`src/hw/rtl/hsl_to_rgb_converter_top_assert.svh`:
```
// Assertion macros for the HSL to RGB converter.
// Each macro checks an implication on the rising edge of the given clock,
// held off while the active-low reset is asserted.
`ifndef HSL_TO_RGB_CONVERTER_TOP_ASSERT_SVH
`define HSL_TO_RGB_CONVERTER_TOP_ASSERT_SVH
`ifndef SYNTHESIS
`define H2R_ASSERT_NOW(lbl, ck, rstn, ante, cons) \
	lbl: assert property (@(posedge ck) disable iff (!rstn) (ante) |-> (cons)) \
		else $error("h2r: same-cycle check failed");
`define H2R_ASSERT_NEXT(lbl, ck, rstn, ante, cons) \
	lbl: assert property (@(posedge ck) disable iff (!rstn) (ante) |=> (cons)) \
		else $error("h2r: next-cycle check failed");
`else
`define H2R_ASSERT_NOW(lbl, ck, rstn, ante, cons)
`define H2R_ASSERT_NEXT(lbl, ck, rstn, ante, cons)
`endif
`endif

```
`src/hw/rtl/h2r_pkg.sv`:
```
package h2r_pkg;

	// Unsigned Q0.16 fractions; 1.0 is 65536, so a fraction needs 17 bits.
	localparam int FRAC_W     = 17;
	localparam int HUE_FRAC_W = 16;

	localparam logic [16:0] FRAC_ONE        = 17'd65536;
	localparam logic [16:0] FRAC_HALF       = 17'd32768;
	localparam logic [16:0] FRAC_THIRD      = 17'd21845;
	localparam logic [16:0] FRAC_TWO_THIRDS = 17'd43690;
	// 65536 - one third, used to wrap a negative channel hue
	localparam logic [16:0] FRAC_WRAP_THIRD = 17'd43691;

	localparam logic [7:0]  PCT_MAX    = 8'd100;
	localparam logic [8:0]  DEG_FULL   = 9'd360;
	// floor(hue / 360) == (hue * HUE_RECIP) >> 24 for every 16-bit hue
	localparam logic [15:0] HUE_RECIP  = 16'd46604;
	// floor(deg * 65536 / 360) == (deg * DEG_SCALE) >> 24 for deg < 360
	localparam logic [31:0] DEG_SCALE  = 32'd3054198967;
	// floor(pct * 65536 / 100) == (pct * PCT_RECIP) >> 16 for pct <= 100
	localparam logic [25:0] PCT_RECIP  = 26'd42949673;

	localparam int H2R_QUEUE_DEPTH = 4;

	// One classified colour waiting between front and back
	typedef struct packed {
		logic                  grey;
		logic [HUE_FRAC_W-1:0] hue_frac;
		logic [FRAC_W-1:0]     sat_frac;
		logic [FRAC_W-1:0]     light_frac;
	} h2r_item_t;

	typedef struct packed {
		logic full;
		logic empty;
	} h2r_qstat_t;

	// Piece of the piecewise-linear channel curve
	typedef enum logic [1:0] {
		SEG_RISE,
		SEG_TOP,
		SEG_FALL,
		SEG_LOW
	} h2r_seg_t;

	// Scale a fraction to 0..255, truncating and saturating
	function automatic logic [7:0] frac_to_byte(input logic [17:0] v);
		logic [25:0] x;
		x = {v, 8'b0} - 26'(v);
		return (x[25:24] != 2'b00) ? 8'hFF : x[23:16];
	endfunction

endpackage

```
`src/hw/rtl/hsl_to_rgb_converter_top.sv`:
```
// HSL to RGB colour converter. Each transfer on the input channel carries a
// hue in degrees (any 16-bit value, taken modulo 360) and a saturation and
// lightness in percent (values above 100 act as 100); each produces exactly
// one transfer on the output channel with the packed colour, red in bits
// 23:16, green in 15:8 and blue in 7:0, in input order. One colour is taken
// every clock cycle when the output side keeps ready high. On its way from
// input transfer to output valid a colour passes three front stages (hue
// reduction and scaling), the queue and six back stages (temperatures,
// curve segment, ramp multiply, select, byte scaling). The queue,
// QUEUE_DEPTH entries deep, lets the front keep accepting colours after
// the output side stalls; input ready drops only when the queue is full
// and the front stages are all occupied. No configuration and no state
// beyond the pipeline.

`include "hsl_to_rgb_converter_top_assert.svh"

module hsl_to_rgb_converter_top import h2r_pkg::*; #(
	parameter int QUEUE_DEPTH = H2R_QUEUE_DEPTH
) (
	input  logic        clk,
	input  logic        arst_n,
	input  logic        in_valid,
	output logic        in_ready,
	input  logic [15:0] hue,
	input  logic [7:0]  saturation,
	input  logic [7:0]  lightness,
	output logic        out_valid,
	input  logic        out_ready,
	output logic [23:0] packed_colour
);

	// Front to queue
	logic       fq_valid;
	h2r_item_t  fq_item;
	// Queue to back
	h2r_item_t  qb_item;
	logic       qb_ready;
	h2r_qstat_t q_stat;

	logic push, pop;

	h2r_front u_front (
		.clk        (clk),
		.arst_n     (arst_n),
		.in_valid   (in_valid),
		.in_ready   (in_ready),
		.hue        (hue),
		.saturation (saturation),
		.lightness  (lightness),
		.item_valid (fq_valid),
		.item       (fq_item),
		.item_ready (!q_stat.full)
	);

	h2r_queue #(
		.DEPTH (QUEUE_DEPTH)
	) u_queue (
		.clk        (clk),
		.arst_n     (arst_n),
		.push_valid (fq_valid),
		.push_item  (fq_item),
		.pop_ready  (qb_ready),
		.pop_item   (qb_item),
		.stat       (q_stat)
	);

	h2r_back u_back (
		.clk           (clk),
		.arst_n        (arst_n),
		.item_valid    (!q_stat.empty),
		.item          (qb_item),
		.item_ready    (qb_ready),
		.out_valid     (out_valid),
		.out_ready     (out_ready),
		.packed_colour (packed_colour)
	);

	// Queue transfers as seen from outside the queue
	assign push = fq_valid && !q_stat.full;
	assign pop  = qb_ready && !q_stat.empty;

	// Full and empty are never seen together
	`H2R_ASSERT_NOW(a_stat_excl, clk, arst_n, 1'b1, !(q_stat.full && q_stat.empty))
	// Input ready drops only once the queue has filled up
	`H2R_ASSERT_NOW(a_stall_full, clk, arst_n, !in_ready, q_stat.full)
	// A push into an empty queue with no pop leaves it holding an entry
	`H2R_ASSERT_NEXT(a_push_fill, clk, arst_n, push && !pop && q_stat.empty, !q_stat.empty)
	// A pop from a full queue with no push frees a slot
	`H2R_ASSERT_NEXT(a_pop_room, clk, arst_n, pop && !push && q_stat.full, !q_stat.full)

endmodule

```
`src/hw/rtl/h2r_queue.sv`:
```
module h2r_queue import h2r_pkg::*; #(
	parameter int DEPTH = H2R_QUEUE_DEPTH
) (
	input  logic       clk,
	input  logic       arst_n,
	input  logic       push_valid,
	input  h2r_item_t  push_item,
	input  logic       pop_ready,
	output h2r_item_t  pop_item,
	output h2r_qstat_t stat
);

	localparam int PTR_W = (DEPTH > 1) ? $clog2(DEPTH) : 1;
	localparam int CNT_W = $clog2(DEPTH + 1);

	h2r_item_t        slot_q [DEPTH];
	logic [PTR_W-1:0] wr_ptr_q;
	logic [PTR_W-1:0] rd_ptr_q;
	logic [CNT_W-1:0] count_q;
	logic             push;
	logic             pop;

	assign stat.full  = (count_q == CNT_W'(DEPTH));
	assign stat.empty = (count_q == '0);
	assign push       = push_valid && !stat.full;
	assign pop        = pop_ready && !stat.empty;
	assign pop_item   = slot_q[rd_ptr_q];

	always_ff @(posedge clk) begin
		if (push) begin
			slot_q[wr_ptr_q] <= push_item;
		end
	end

	always_ff @(posedge clk or negedge arst_n) begin
		if (!arst_n) begin
			wr_ptr_q <= '0;
			rd_ptr_q <= '0;
			count_q  <= '0;
		end else begin
			if (push) begin
				wr_ptr_q <= (wr_ptr_q == PTR_W'(DEPTH - 1)) ? '0 : wr_ptr_q + 1'b1;
			end
			if (pop) begin
				rd_ptr_q <= (rd_ptr_q == PTR_W'(DEPTH - 1)) ? '0 : rd_ptr_q + 1'b1;
			end
			if (push && !pop) begin
				count_q <= count_q + 1'b1;
			end else if (pop && !push) begin
				count_q <= count_q - 1'b1;
			end
		end
	end

endmodule

```
`src/hw/rtl/h2r_front.sv`:
```
module h2r_front import h2r_pkg::*; (
	input  logic       clk,
	input  logic       arst_n,
	input  logic       in_valid,
	output logic       in_ready,
	input  logic [15:0] hue,
	input  logic [7:0]  saturation,
	input  logic [7:0]  lightness,
	output logic       item_valid,
	output h2r_item_t  item,
	input  logic       item_ready
);

	logic en1, en2, en3;

	logic              v_s1, v_s2, v_s3;
	logic [15:0]       hue_s1;
	logic [7:0]        quot_s1;
	logic [FRAC_W-1:0] sat_s1, light_s1, sat_s2, light_s2;
	logic              grey_s1, grey_s2;
	logic [8:0]        deg_s2;
	h2r_item_t         item_s3;

	logic [6:0]  sat_clip, light_clip;
	logic [31:0] quot_prod;
	logic [32:0] sat_prod, light_prod;
	logic [16:0] quot_deg;
	logic [15:0] deg_rem;
	logic [40:0] hue_prod;

	assign en3      = !v_s3 || item_ready;
	assign en2      = !v_s2 || en3;
	assign en1      = !v_s1 || en2;
	assign in_ready = en1;

	assign item_valid = v_s3;
	assign item       = item_s3;

	// Stage 1: clip percentages, scale to fractions, estimate hue / 360
	always_comb begin
		sat_clip   = (saturation > PCT_MAX) ? PCT_MAX[6:0] : saturation[6:0];
		light_clip = (lightness > PCT_MAX) ? PCT_MAX[6:0] : lightness[6:0];
		sat_prod   = 33'(sat_clip) * 33'(PCT_RECIP);
		light_prod = 33'(light_clip) * 33'(PCT_RECIP);
		quot_prod  = 32'(hue) * 32'(HUE_RECIP);
	end

	// Stage 2: remainder in degrees
	always_comb begin
		quot_deg = 17'(quot_s1) * 17'(DEG_FULL);
		deg_rem  = hue_s1 - quot_deg[15:0];
	end

	// Stage 3: degrees to a hue fraction
	assign hue_prod = 41'(deg_s2) * 41'(DEG_SCALE);

	always_ff @(posedge clk) begin
		if (en1 && in_valid) begin
			hue_s1   <= hue;
			quot_s1  <= quot_prod[31:24];
			sat_s1   <= sat_prod[32:16];
			light_s1 <= light_prod[32:16];
			grey_s1  <= (sat_clip == '0);
		end
		if (en2 && v_s1) begin
			deg_s2   <= deg_rem[8:0];
			sat_s2   <= sat_s1;
			light_s2 <= light_s1;
			grey_s2  <= grey_s1;
		end
		if (en3 && v_s2) begin
			item_s3.grey       <= grey_s2;
			item_s3.hue_frac   <= hue_prod[39:24];
			item_s3.sat_frac   <= sat_s2;
			item_s3.light_frac <= light_s2;
		end
	end

	always_ff @(posedge clk or negedge arst_n) begin
		if (!arst_n) begin
			v_s1 <= 1'b0;
			v_s2 <= 1'b0;
			v_s3 <= 1'b0;
		end else begin
			if (en1) v_s1 <= in_valid;
			if (en2) v_s2 <= v_s1;
			if (en3) v_s3 <= v_s2;
		end
	end

endmodule

```
`src/hw/rtl/h2r_back.sv`:
```
module h2r_back import h2r_pkg::*; (
	input  logic        clk,
	input  logic        arst_n,
	input  logic        item_valid,
	input  h2r_item_t   item,
	output logic        item_ready,
	output logic        out_valid,
	input  logic        out_ready,
	output logic [23:0] packed_colour
);

	localparam int NCH = 3;

	logic en1, en2, en3, en4, en5, en6;
	logic v_s1, v_s2, v_s3, v_s4, v_s5, v_s6;

	// stage 1
	logic [FRAC_W-1:0]     prod_ls_s1, sat_s1, light_s1;
	logic [HUE_FRAC_W-1:0] hue_s1;
	logic                  grey_s1;
	// stage 2
	logic [FRAC_W-1:0] t1_s2, light_s2;
	logic [FRAC_W-1:0] chue_s2 [NCH];
	logic              grey_s2;
	// stage 3
	logic [FRAC_W-1:0] t1_s3, t2_s3, diff_s3, light_s3;
	h2r_seg_t          seg_s3 [NCH];
	logic [15:0]       mult_s3 [NCH];
	logic              grey_s3;
	// stage 4
	logic [FRAC_W-1:0] t1_s4, t2_s4, light_s4;
	logic [FRAC_W-1:0] ramp_s4 [NCH];
	h2r_seg_t          seg_s4 [NCH];
	logic              grey_s4;
	// stage 5
	logic [17:0] val_s5 [NCH];
	// stage 6 (output register)
	logic [23:0] colour_s6;

	logic [33:0]       ls_prod;
	logic [17:0]       t1_raw, sum_ls, light_x2;
	logic [FRAC_W-1:0] t1_sat, t2_c, diff_c;
	logic [17:0]       hue_up;
	logic [FRAC_W-1:0] chue_c [NCH];
	h2r_seg_t          seg_c [NCH];
	logic [15:0]       mult_c [NCH];
	logic [19:0]       six_c;
	logic [18:0]       fall_c;
	logic [32:0]       ramp_prod [NCH];
	logic [17:0]       val_c [NCH];

	assign en6 = !v_s6 || out_ready;
	assign en5 = !v_s5 || en6;
	assign en4 = !v_s4 || en5;
	assign en3 = !v_s3 || en4;
	assign en2 = !v_s2 || en3;
	assign en1 = !v_s1 || en2;

	assign item_ready    = en1;
	assign out_valid     = v_s6;
	assign packed_colour = colour_s6;

	// Stage 1: lightness times saturation
	assign ls_prod = 34'(item.light_frac) * 34'(item.sat_frac);

	// Stage 2: upper temperature and the three shifted hues
	always_comb begin
		sum_ls = 18'(light_s1) + 18'(sat_s1);
		if (light_s1 < FRAC_HALF) begin
			t1_raw = 18'(light_s1) + 18'(prod_ls_s1);
		end else begin
			t1_raw = (sum_ls > 18'(prod_ls_s1)) ? sum_ls - 18'(prod_ls_s1) : '0;
		end
		t1_sat = (t1_raw > 18'(FRAC_ONE)) ? FRAC_ONE : t1_raw[16:0];

		hue_up     = 18'(hue_s1) + 18'(FRAC_THIRD);
		chue_c[0]  = (hue_up > 18'(FRAC_ONE)) ? 17'(hue_up - 18'(FRAC_ONE)) : hue_up[16:0];
		chue_c[1]  = 17'(hue_s1);
		chue_c[2]  = (17'(hue_s1) < FRAC_THIRD) ? 17'(hue_s1) + FRAC_WRAP_THIRD
		                                        : 17'(hue_s1) - FRAC_THIRD;
	end

	// Stage 3: lower temperature, spread, and curve segment per channel
	always_comb begin
		light_x2 = {light_s2, 1'b0};
		t2_c     = (light_x2 > 18'(t1_s2)) ? 17'(light_x2 - 18'(t1_s2)) : '0;
		diff_c   = (t1_s2 > t2_c) ? t1_s2 - t2_c : '0;
		six_c    = '0;
		fall_c   = '0;
		for (int ch = 0; ch < NCH; ch++) begin
			six_c  = 20'(chue_s2[ch]) * 20'd6;
			fall_c = (chue_s2[ch] <= FRAC_TWO_THIRDS)
			       ? 19'(FRAC_TWO_THIRDS - chue_s2[ch]) * 19'd6 : '0;
			if (six_c < 20'(FRAC_ONE)) begin
				seg_c[ch]  = SEG_RISE;
				mult_c[ch] = six_c[15:0];
			end else if (chue_s2[ch] < FRAC_HALF) begin
				seg_c[ch]  = SEG_TOP;
				mult_c[ch] = '0;
			end else if (chue_s2[ch] <= FRAC_TWO_THIRDS) begin
				seg_c[ch]  = SEG_FALL;
				mult_c[ch] = fall_c[15:0];
			end else begin
				seg_c[ch]  = SEG_LOW;
				mult_c[ch] = '0;
			end
		end
	end

	// Stage 4: ramp products
	always_comb begin
		for (int ch = 0; ch < NCH; ch++) begin
			ramp_prod[ch] = 33'(diff_s3) * 33'(mult_s3[ch]);
		end
	end

	// Stage 5: pick the channel value, or the lightness for grey
	always_comb begin
		for (int ch = 0; ch < NCH; ch++) begin
			unique case (seg_s4[ch])
				SEG_RISE: val_c[ch] = 18'(t2_s4) + 18'(ramp_s4[ch]);
				SEG_TOP:  val_c[ch] = 18'(t1_s4);
				SEG_FALL: val_c[ch] = 18'(t2_s4) + 18'(ramp_s4[ch]);
				SEG_LOW:  val_c[ch] = 18'(t2_s4);
				default:  val_c[ch] = 18'(t2_s4);
			endcase
			if (grey_s4) begin
				val_c[ch] = 18'(light_s4);
			end
		end
	end

	always_ff @(posedge clk) begin
		if (en1 && item_valid) begin
			prod_ls_s1 <= ls_prod[32:16];
			sat_s1     <= item.sat_frac;
			light_s1   <= item.light_frac;
			hue_s1     <= item.hue_frac;
			grey_s1    <= item.grey;
		end
		if (en2 && v_s1) begin
			t1_s2    <= t1_sat;
			light_s2 <= light_s1;
			grey_s2  <= grey_s1;
			for (int ch = 0; ch < NCH; ch++) begin
				chue_s2[ch] <= chue_c[ch];
			end
		end
		if (en3 && v_s2) begin
			t1_s3    <= t1_s2;
			t2_s3    <= t2_c;
			diff_s3  <= diff_c;
			light_s3 <= light_s2;
			grey_s3  <= grey_s2;
			for (int ch = 0; ch < NCH; ch++) begin
				seg_s3[ch]  <= seg_c[ch];
				mult_s3[ch] <= mult_c[ch];
			end
		end
		if (en4 && v_s3) begin
			t1_s4    <= t1_s3;
			t2_s4    <= t2_s3;
			light_s4 <= light_s3;
			grey_s4  <= grey_s3;
			for (int ch = 0; ch < NCH; ch++) begin
				seg_s4[ch]  <= seg_s3[ch];
				ramp_s4[ch] <= ramp_prod[ch][32:16];
			end
		end
		if (en5 && v_s4) begin
			for (int ch = 0; ch < NCH; ch++) begin
				val_s5[ch] <= val_c[ch];
			end
		end
		if (en6 && v_s5) begin
			colour_s6 <= {frac_to_byte(val_s5[0]), frac_to_byte(val_s5[1]),
			              frac_to_byte(val_s5[2])};
		end
	end

	always_ff @(posedge clk or negedge arst_n) begin
		if (!arst_n) begin
			v_s1 <= 1'b0;
			v_s2 <= 1'b0;
			v_s3 <= 1'b0;
			v_s4 <= 1'b0;
			v_s5 <= 1'b0;
			v_s6 <= 1'b0;
		end else begin
			if (en1) v_s1 <= item_valid;
			if (en2) v_s2 <= v_s1;
			if (en3) v_s3 <= v_s2;
			if (en4) v_s4 <= v_s3;
			if (en5) v_s5 <= v_s4;
			if (en6) v_s6 <= v_s5;
		end
	end

endmodule

```
`config.mk`:
```
export PLATFORM = sky130hd
export DESIGN_NAME = hsl_to_rgb_converter_top
export DESIGN_NICKNAME = d
export VERILOG_FILES = /design/src/hw/rtl/h2r_pkg.sv /design/src/hw/rtl/hsl_to_rgb_converter_top.sv /design/src/hw/rtl/h2r_queue.sv /design/src/hw/rtl/h2r_front.sv /design/src/hw/rtl/h2r_back.sv
export VERILOG_INCLUDE_DIRS = /design/src /design/src/hw/rtl
export SDC_FILE = /design/constraint.sdc
export NUM_CORES = 2
export LEC_CHECK = 0
export ABC_CLOCK_PERIOD_IN_PS = 8300
export BUFFER_PORTS_ARGS = -buffer_cell sky130_fd_sc_hd__buf_4
export CORE_ASPECT_RATIO = 0.6
export CORE_MARGIN = 4
export CORE_UTILIZATION = 50
export DETAILED_ROUTE_END_ITERATION = 12
export PLACE_DENSITY = 0.69
export SLEW_MARGIN = 10
export SYNTH_ARGS = -nofsm -noshare
export SYNTH_HDL_FRONTEND = slang
export SYNTH_HIERARCHICAL = 1
export SYNTH_SLANG_ARGS = --single-unit
```
`constraint.sdc`:
```
create_clock -name clk -period 8.3 [get_ports clk]
set_input_delay 0 -clock clk [delete_from_list [all_inputs] [get_ports clk]]
set_output_delay 0 -clock clk [all_outputs]
set_load 0.005 [all_outputs]
```
==> metrics.yaml <==
status: "complete, no violations"
synth_compound_area_frac: 0.08167
grt_usage: 0.2438
synth_common_cells: "inv_1, ha_1, fa_1"
hold_violations: 0
critPathLaunchType: "flip-flop"
synthDistinctLibCells: 103
drt-total-wl_um: 216100
worstPathMaxFanout: 22
cts_resized: 0
regArea_sq_um: 24700
worst_r2r_path_depth: 24
start_util: 0.5064
synthSimpleGateAreaFrac: 0.1208
netlist_area_sq_um: 86510
synthTopCellsByArea: "edfxtp_1, fa_1, ha_1"
grt_remaining_overflow: 0
post_cts.repair.setup_buffers: 0
drive_gt1_frac: 0.05021
grt_pass1_vias: 60140
num_vias: 59110
syn_inst: 8281
io_buffers: 61
crit_start: "u_queue/rd_ptr_q[0]"
multi_input_area_sq_um: 55300
root_buffer: "clkbuf_16"
dp.cells: 10440
die_height_um: 330.2
rsz0062_at_grt: "false"
die_w_um: 545.0
synth_top_area_share: 0.2808
clk_latency_ns: 0.71
fmax_mhz: 129.8
worstReg2RegStart: "u_queue/rd_ptr_q[0]"
h-tree-depth: 3
synthAdderAreaFrac: 0.3773
layout.nets: 10350
dp.final_hpwl_um: 171200
cts_buffer_depth: 3
fin_setup_tns_ns: 0
yosysSeqAreaShare: 0.2854
syn_area_per_cell_sq_um: 10.45
fillers: 14620
endpoint: "u_back/prod_ls_s1[16]"
worstPathArrival_ns: 8.16
fin_skew_ns: 0.04354
fin_area_sq_um: 92540
holdBufCountCts: 18
hold_depth: 3
fp-row-count: 117
io_pins: 62
slew_headroom: 0.1616
layout-area-overhead-vs-synth_pct: 6.968
ys_async_sr_fraction: 0.01939
finalCritPeriodShare: 0.9280
clock-sinks: 825
worst_pin_slew_ns: 1.258
routed_via_density: 5.572
worstPathRequired_ns: 8.76
grt_pass1_wl_um: 344100
drv_slew: 0
worstHoldStart: "in_valid"
gp_congestion: 0.9196
setup_viol: 0
wire_per_inst_um: 20.37
cts_tree: "yes"
cap_violations: 0
numCtsBuffers: 81
synth_most_common_cell: "inv_1"
synth_warnings: 6
synth-edff-count: 809
clk_pin_slew_ns: 0.07
drt-initial-drc-count: 5170
min_period_ns: 7.702
syn_nets: 10350
dieArea_sq_um: 180000
drc: 0
core_area_sq_um: 170800
worstSetupPathType: "reg -> reg"
r2r-end: "u_back/prod_ls_s1[16]"
yosys.area.top_type: "edfxtp_1"
synthFlopType: "edfxtp_1"
placed_area_sq_um: 89520
yosys.area_share.xor_xnor: 0.03837
rrSetupSlack_ns: 0.60
hold_path_class: "in -> reg"
synth_top_family_by_area: "adder cells"
drtPass1Iterations: 5
antenna_found_initial: 3
synthMuxAreaShare: 0.02052
grt_start_max_net_pins: 74
synth_seq_cells: 825
antenna_left: 0
end_kind: "flip-flop"
layout.cells.non_filler: 10610
## placed cells by master, fill, tap and decap left out, types with 37 or more instances in the layout
| cell type | synthesis | routed |
|---|---|---|
| a21o_1 | 146 | 146 |
| a21oi_1 | 298 | 298 |
| a31oi_1 | 56 | 55 |
| and2_1 | 522 | 513 |
| buf_4 | 1 | 136 |
| clkbuf_16 | 0 | 81 |
| edfxtp_1 | 809 | 809 |
| fa_1 | 961 | 961 |
| ha_1 | 1071 | 1071 |
| inv_1 | 1473 | 1473 |
| mux2i_1 | 54 | 54 |
| mux4_2 | 51 | 51 |
| nand2_1 | 827 | 827 |
| nand2b_1 | 52 | 52 |
| nand3_1 | 85 | 85 |
| nand4_1 | 45 | 45 |
| nor2_1 | 285 | 284 |
| nor2b_1 | 68 | 67 |
| nor3_1 | 96 | 96 |
| o21a_1 | 62 | 62 |
| o21ai_0 | 214 | 214 |
| o21bai_1 | 37 | 37 |
| xnor2_1 | 265 | 265 |
| xor2_1 | 114 | 114 |
## per-layer routing
| metal | wire length (um) | global-route usage |
|---|---|---|
| met2 | 87550 | 0.3431 |
| met1 | 105400 | 0.3878 |
| met3 | 19940 | 0.05320 |
| met5 | 7 | 0 |
| met4 | 3199 | 0.04021 |
## area by class of cell
type | count | area share
multi-input cells | 5737 | 0.5976
flip-flops and latches | 825 | 0.2669
inverters | 1473 | 0.05975
well taps | 2261 | 0.03057
clock buffers | 93 | 0.02239
repair buffers | 161 | 0.01460
clock inverters | 56 | 0.008153
diodes | 2 | 0.00005408
## cells by family (layout without fill, tap and decap cells)
group / count (synthesis) / in the layout
buf+inv: 1719 / 1783
flops: 825 / 825
fa+ha+maj: 2032 / 2032
mux: 112 / 112
simple gates: 2132 / 2132
compound gates: 1081 / 1081
xor+xnor: 379 / 379
other cells: 1 / 3
## worst max-delay path: stages (launching register included)
cell and delay [ns]:
dfrtp_4 0.71, mux4_2 0.78, and2_1 0.24, fa_1 0.52
inv_1 0.05, fa_1 0.49, fa_1 0.51, fa_1 0.56
inv_1 0.05, fa_1 0.48, inv_1 0.05, fa_1 0.48
inv_1 0.04, ha_1 0.29, a21oi_1 0.16, o31ai_1 0.10
a211oi_1 0.27, a21oi_1 0.10, buf_4 0.16, a211oi_1 0.49
o221a_2 0.35, o21ai_0 0.14, o21a_1 0.21, nor2_1 0.11
xnor2_1 0.07
## sequential cells by signal, indices dropped and copies added (netlist names), 24 cells and up
register / count
u_back/ramp_s4: 51
u_front/item: 51
u_queue/slot_q: 204
u_back/packed_colour: 24
u_back/val_s5: 54
u_back/chue_s2: 50
u_back/mult_s3: 45
## per-stage QoR
stage	worst slack [ns]	util	hold WS [ns]
2_1_floorplan	1.313	-	-0.2956
3_3_place_gp	0.7474	0.5240	-0.07213
3_5_place_dp	0.6340	0.5240	-0.06588
4_1_cts	0.6430	0.5417	0.01181
5_1_grt	0.2415	0.5417	0.05099
6_report	0.5976	0.5417	0.07149
## worst min path at each step
stage	end	slack, ns
2_1_floorplan	u_back/out_valid	-0.30
3_3_place_gp	u_queue/count_q[0]	-0.07
3_5_place_dp	u_queue/count_q[2]	-0.07
4_1_cts	u_front/v_s1	0.01
5_1_grt	u_front/v_s1	0.05
6_report	u_front/v_s1	0.07
Power is left out: the tool's default activity adds up to more than one toggle a clock period on the data nets, which glitch-free logic cannot reach.
